## config.mk

```make
export PLATFORM = sky130hd
export DESIGN_NAME = idll_ram
export DESIGN_NICKNAME = d
export VERILOG_FILES = /design/src/hw/rtl/idll_ram.sv
export SDC_FILE = /design/constraint.sdc
export NUM_CORES = 1
export LEC_CHECK = 0
export ABC_CLOCK_PERIOD_IN_PS = 2300
export BUFFER_PORTS_ARGS = -buffer_cell sky130_fd_sc_hd__buf_2
export CELL_PAD_IN_SITES_DETAIL_PLACEMENT = 1
export CELL_PAD_IN_SITES_GLOBAL_PLACEMENT = 1
export CORE_MARGIN = 3
export CORE_UTILIZATION = 40
export CTS_CLUSTER_SIZE = 30
export DETAILED_ROUTE_END_ITERATION = 6
export GPL_TIMING_DRIVEN = 0
export PLACE_DENSITY = 0.72
export REMOVE_ABC_BUFFERS = 1
export SLEW_MARGIN = 10
export SYNTH_ARGS = -nofsm -noshare
export SYNTH_HDL_FRONTEND = slang
export SYNTH_SLANG_ARGS = --single-unit
```

## constraint.sdc

```tcl
create_clock -name clk_i -period 2.3 [get_ports clk_i]
set_input_delay 0.23 -clock clk_i [delete_from_list [all_inputs] [get_ports clk_i]]
set_output_delay 0.23 -clock clk_i [all_outputs]
set_load 0.02 [all_outputs]
```

## src/hw/rtl/idll_ram.sv

```systemverilog
// ----------------------------------------------------------------------------
// idll_ram
// Simple dual-port synchronous RAM, one write port and one registered read port.
// ----------------------------------------------------------------------------
`default_nettype none

module idll_ram #(
  parameter int unsigned WIDTH = 8,
  parameter int unsigned DEPTH = 16
) (
  input  wire logic                     clk_i,
  input  wire logic                     we_i,
  input  wire logic [$clog2(DEPTH)-1:0] waddr_i,
  input  wire logic [WIDTH-1:0]         wdata_i,
  input  wire logic                     re_i,
  input  wire logic [$clog2(DEPTH)-1:0] raddr_i,
  output logic      [WIDTH-1:0]         rdata_o
);

  logic [WIDTH-1:0] mem_q [DEPTH];
  logic [WIDTH-1:0] rdata_q;

  always_ff @(posedge clk_i) begin
    if (we_i) begin
      mem_q[waddr_i] <= wdata_i;
    end
  end

  always_ff @(posedge clk_i) begin
    if (re_i) begin
      rdata_q <= mem_q[raddr_i];
    end
  end

  assign rdata_o = rdata_q;

endmodule

`default_nettype wire

```

# After elaboration in Yosys (flattened, before gate mapping)
# Memory sizes are Yosys's and may differ from the RTL's. A register that Yosys moved wholly into a read port is not among the register bits.
# Cells that the tools add are included.
[word_totals]
register_bits = 0
ramBits = 128
output_inout_bits = 8
n_memories = 1
[op_classes]
mux = 2
[mem_list]
columns = ["name", "depth", "word_bits", "rd", "rd_ports_with_merged_regs", "wr", "line_no", "source"]
rows = [
  ["mem_q", 16, 8, 1, 1, 1, "20", "logic [WIDTH-1:0] mem_q [DEPTH];"],
]
[ops]
columns = ["operator", "n"]
rows = [
  ["$mux W1", 2],
]

# Logic depth before layout (Yosys ltp)
[depth]
ltp_word = 2
depth_mapped = 5

# Worst setup path after synthesis
# Ideal clock, no wire load.
[synth_path]
path_kind = "in2reg"
start = "input port waddr_i[2]"
end = "memory mem_q[0][0] (enable)"
arrival_ps = 1340
required_time_ps = 1917
path_slack_ps = 577
cell_stages = 2
n_path_buf = 0
cell_sequence = "or3b_2 nor3_1"
[synth_lines]
columns = ["item", "line_no", "source"]
rows = [
  ["start: declaration", "13", "input wire logic [$clog2(DEPTH)-1:0] waddr_i,"],
  ["end: declaration", "20", ""],
]
# No word-level cell before the write port.

==> impl_metrics.env <==
export IMPL_status="completed"
export IMPL_global_route_wire_length_before_repair_um=15800
export IMPL_crit_path_end_kind="flop"
export IMPL_whs_path_depth=1
export IMPL_groute_usage_overall_pct=15.8
export IMPL_htreeDepth=4
export IMPL_vias_in_the_first_global_route=2555
export IMPL_fin_crit_period_ns=2.01
export IMPL_postLayoutCoreUtil_pct=48.7
export IMPL_power_density_cells_nw_per_um2=999
export IMPL_pin_count_of_the_biggest_net_entering_global_routing=33
export IMPL_routed_wire_length_per_instance_um=23.2
export IMPL_die_width_um=120
export IMPL_yosysUniqueCellTypes=18
export IMPL_drc=0
export IMPL_postCtsSetupRepairBufs=0
export IMPL_critPathMaxStageDelay_ns=0.80
export IMPL_die_outline_area_um2=14500
export IMPL_wp_data_required_ns=2.44
export IMPL_r2r_cells=3
export IMPL_worstPathCellList="buf_2 > mux4_1 > a22oi_1 > nand2_1"
export IMPL_numPortBuffers=26
export IMPL_finish_cell_count_without_fillers=450
export IMPL_finalSetupViolations=0
export IMPL_ys_warnings_count=0
export IMPL_cellInternalPower_mw=5.02
export IMPL_seq_power_share_pct=45.3
export IMPL_antennaDiodeCount=0
export IMPL_dp_hpwl_um=6180
export IMPL_area_growth_synth_to_final_pct=18.5
export IMPL_globalRouteOverflowTotal=0
export IMPL_grt_setup_unrepaired="false"
export IMPL_drt_pass1_iterations=4
export IMPL_initial_antenna_violation_count=0
export IMPL_post_placement_worst_setup_slack_ns=-0.183
export IMPL_fin_tns_setup_ns=0
export IMPL_floorplan_rows=41
export IMPL_cts_inserted_buffers=17
export IMPL_numClockSinks=136
export IMPL_hp_start="re_i"
export IMPL_timing_critical_path_arrival_ns=2.16
export IMPL_nNetsFinal=284
export IMPL_switching_power_mw=1.17
export IMPL_maximum_fanout_along_the_worst_path=32
export IMPL_globalplace_congestion=0.719
export IMPL_fin_worst_hold_slack_ns=0.135
export IMPL_final_min_period_over_clock_period_pct=87.5
export IMPL_clock_skew_ns=0.00586
export IMPL_drt_antenna_violating_nets=0
export IMPL_critical_path_top_delay_family="buffers and inverters"
export IMPL_clock_fmax_mhz=497
export IMPL_insertion_delay_ns=0.42
export IMPL_clk_pin_slew_ns=0.06
export IMPL_detail_route_iter0_violations=225
export IMPL_cts_resized=0
export IMPL_syn_area_per_cell_um2=22.8
export IMPL_power_mw=6.19
export IMPL_die_y_um=120
export IMPL_cts_path_max_buffers=2
export IMPL_drv_slew=0
export IMPL_dpl_cell_count=418
export IMPL_timing_final_hold_violations=0
export IMPL_maxSlewHeadroom_pct=25.9
export IMPL_timing_final_ws_setup_ns=0.289
export IMPL_synth_sequential_area_ratio_pct=78.1
export IMPL_slowest_stage="buf_2"
export IMPL_vdd_ir_drop_max_mv=0.496
export IMPL_postSynthRegisterBits=136
export IMPL_setup_worst_path_class="primary input to flop"
export IMPL_power_frac_comb_pct=4.2
export IMPL_critical_path_depth=4
export IMPL_worst_r2r_startpoint="mem_q[8][2]"
export IMPL_layout_drive_gt1_share_pct=28.4
export IMPL_placed_cell_area_um2=5510
export IMPL_tritoncts_clock_tree="done"
export IMPL_vias_per_cell=5.36
export IMPL_postCtsHoldBufs=0
export IMPL_crit_path_start="raddr_i[0]"
export IMPL_finalInstanceArea_um2=6200
export IMPL_timing_worst_slew_pin_value_ns=1.11
export IMPL_hold_path_class="primary input to flop"
export IMPL_fp_coreArea_um2=12700
export IMPL_vias=2411
export IMPL_netlist_instances=229
export IMPL_post_synthesis_cell_area_um2=5230
export IMPL_cts_root_buf="clkbuf_16"
export IMPL_setup_worst_path_start_class="primary input"
export IMPL_power_switching_fraction_pct=18.9
export IMPL_most_common_layout_cells="edfxtp_1 (136), buf_2 (26), mux4_2 (18)"
export IMPL_ios=27
export IMPL_drv_max_cap_violation_count=0
export IMPL_power_leakage_nw=2.05
export IMPL_clock_power_share_pct=50.5
export IMPL_critical_path_buf_inv_count=1
export IMPL_detail_route_wirelength_um=10400
export IMPL_initial_utilization_pct=41.1
export IMPL_layout_cells_most_common="edfxtp_1"
==> per-layer routing <==
metal / part of all wire (%) / global-route usage, % / up-vias / wire length, um
li1: - / - / 1051 / -
met1: 43 / 21.1 / 1265 / 4520
met2: 49 / 24.1 / 84 / 5100
met3: 6.2 / 5.24 / 11 / 645
met4: 1.6 / 6.37 / 0 / 163
met5: 0 / 0 / - / 0
==> cells by family (layout without fill, tap and decap cells) <==
family	count (synthesis)	after routing	synth area share (%)
and+or+nand+nor	35	35	3.14
DFF	136	136	78.1
muxes	32	32	14.8
AOI/OAI and AO/OA	16	16	2.30
buffers and inverters	10	59	1.65
==> synthesized netlist by cell type, drive strengths merged <==
library cell | count | share of area (%)
clkdlybuf4s25 | 3 | 0.57
and2b | 1 | 0.14
nand2 | 9 | 0.65
and2 | 1 | 0.12
edfxtp | 136 | 78
nand3 | 1 | 0.096
nor2b | 1 | 0.12
buf | 7 | 1.1
nor2 | 13 | 0.93
nor3 | 4 | 0.38
nand3b | 2 | 0.29
or3b | 1 | 0.17
a22oi | 16 | 2.3
nand2b | 2 | 0.24
mux4 | 32 | 15
==> final timing paths <==
path                      to  slack, ns
setup / recovery  rdata_o[2]       0.29
hold / removal    rdata_o[0]       0.14
setup reg to reg  rdata_o[2]       0.73
hold reg to reg   rdata_o[7]       0.75
==> sequential cells by signal (all words and copies together) (netlist names) <==
signal / count
mem_q: 128
rdata_o: 8
==> power groups by stage <==
stage | Sequential (mW) | Clock, mW | Combinational (mW)
floorplan | 2.87 | 0 | 0.111
global placement | 2.85 | 0 | 0.250
detailed placement | 2.86 | 0 | 0.261
CTS | 2.81 | 3.16 | 0.262
global route | 2.81 | 3.28 | 0.285
finish | 2.81 | 3.13 | 0.259
==> final cells by class <==
cell class | count | area [um^2]
Tap cell | 172 | 215
Clock inverter | 14 | 253
Timing Repair Buffer | 27 | 138
Sequential cell | 136 | 4080
Fill cell | 1191 | 6530
Clock buffer | 18 | 429
Multi-Input combinational cell | 83 | 1080
Power figures use the tool's default switching activity.
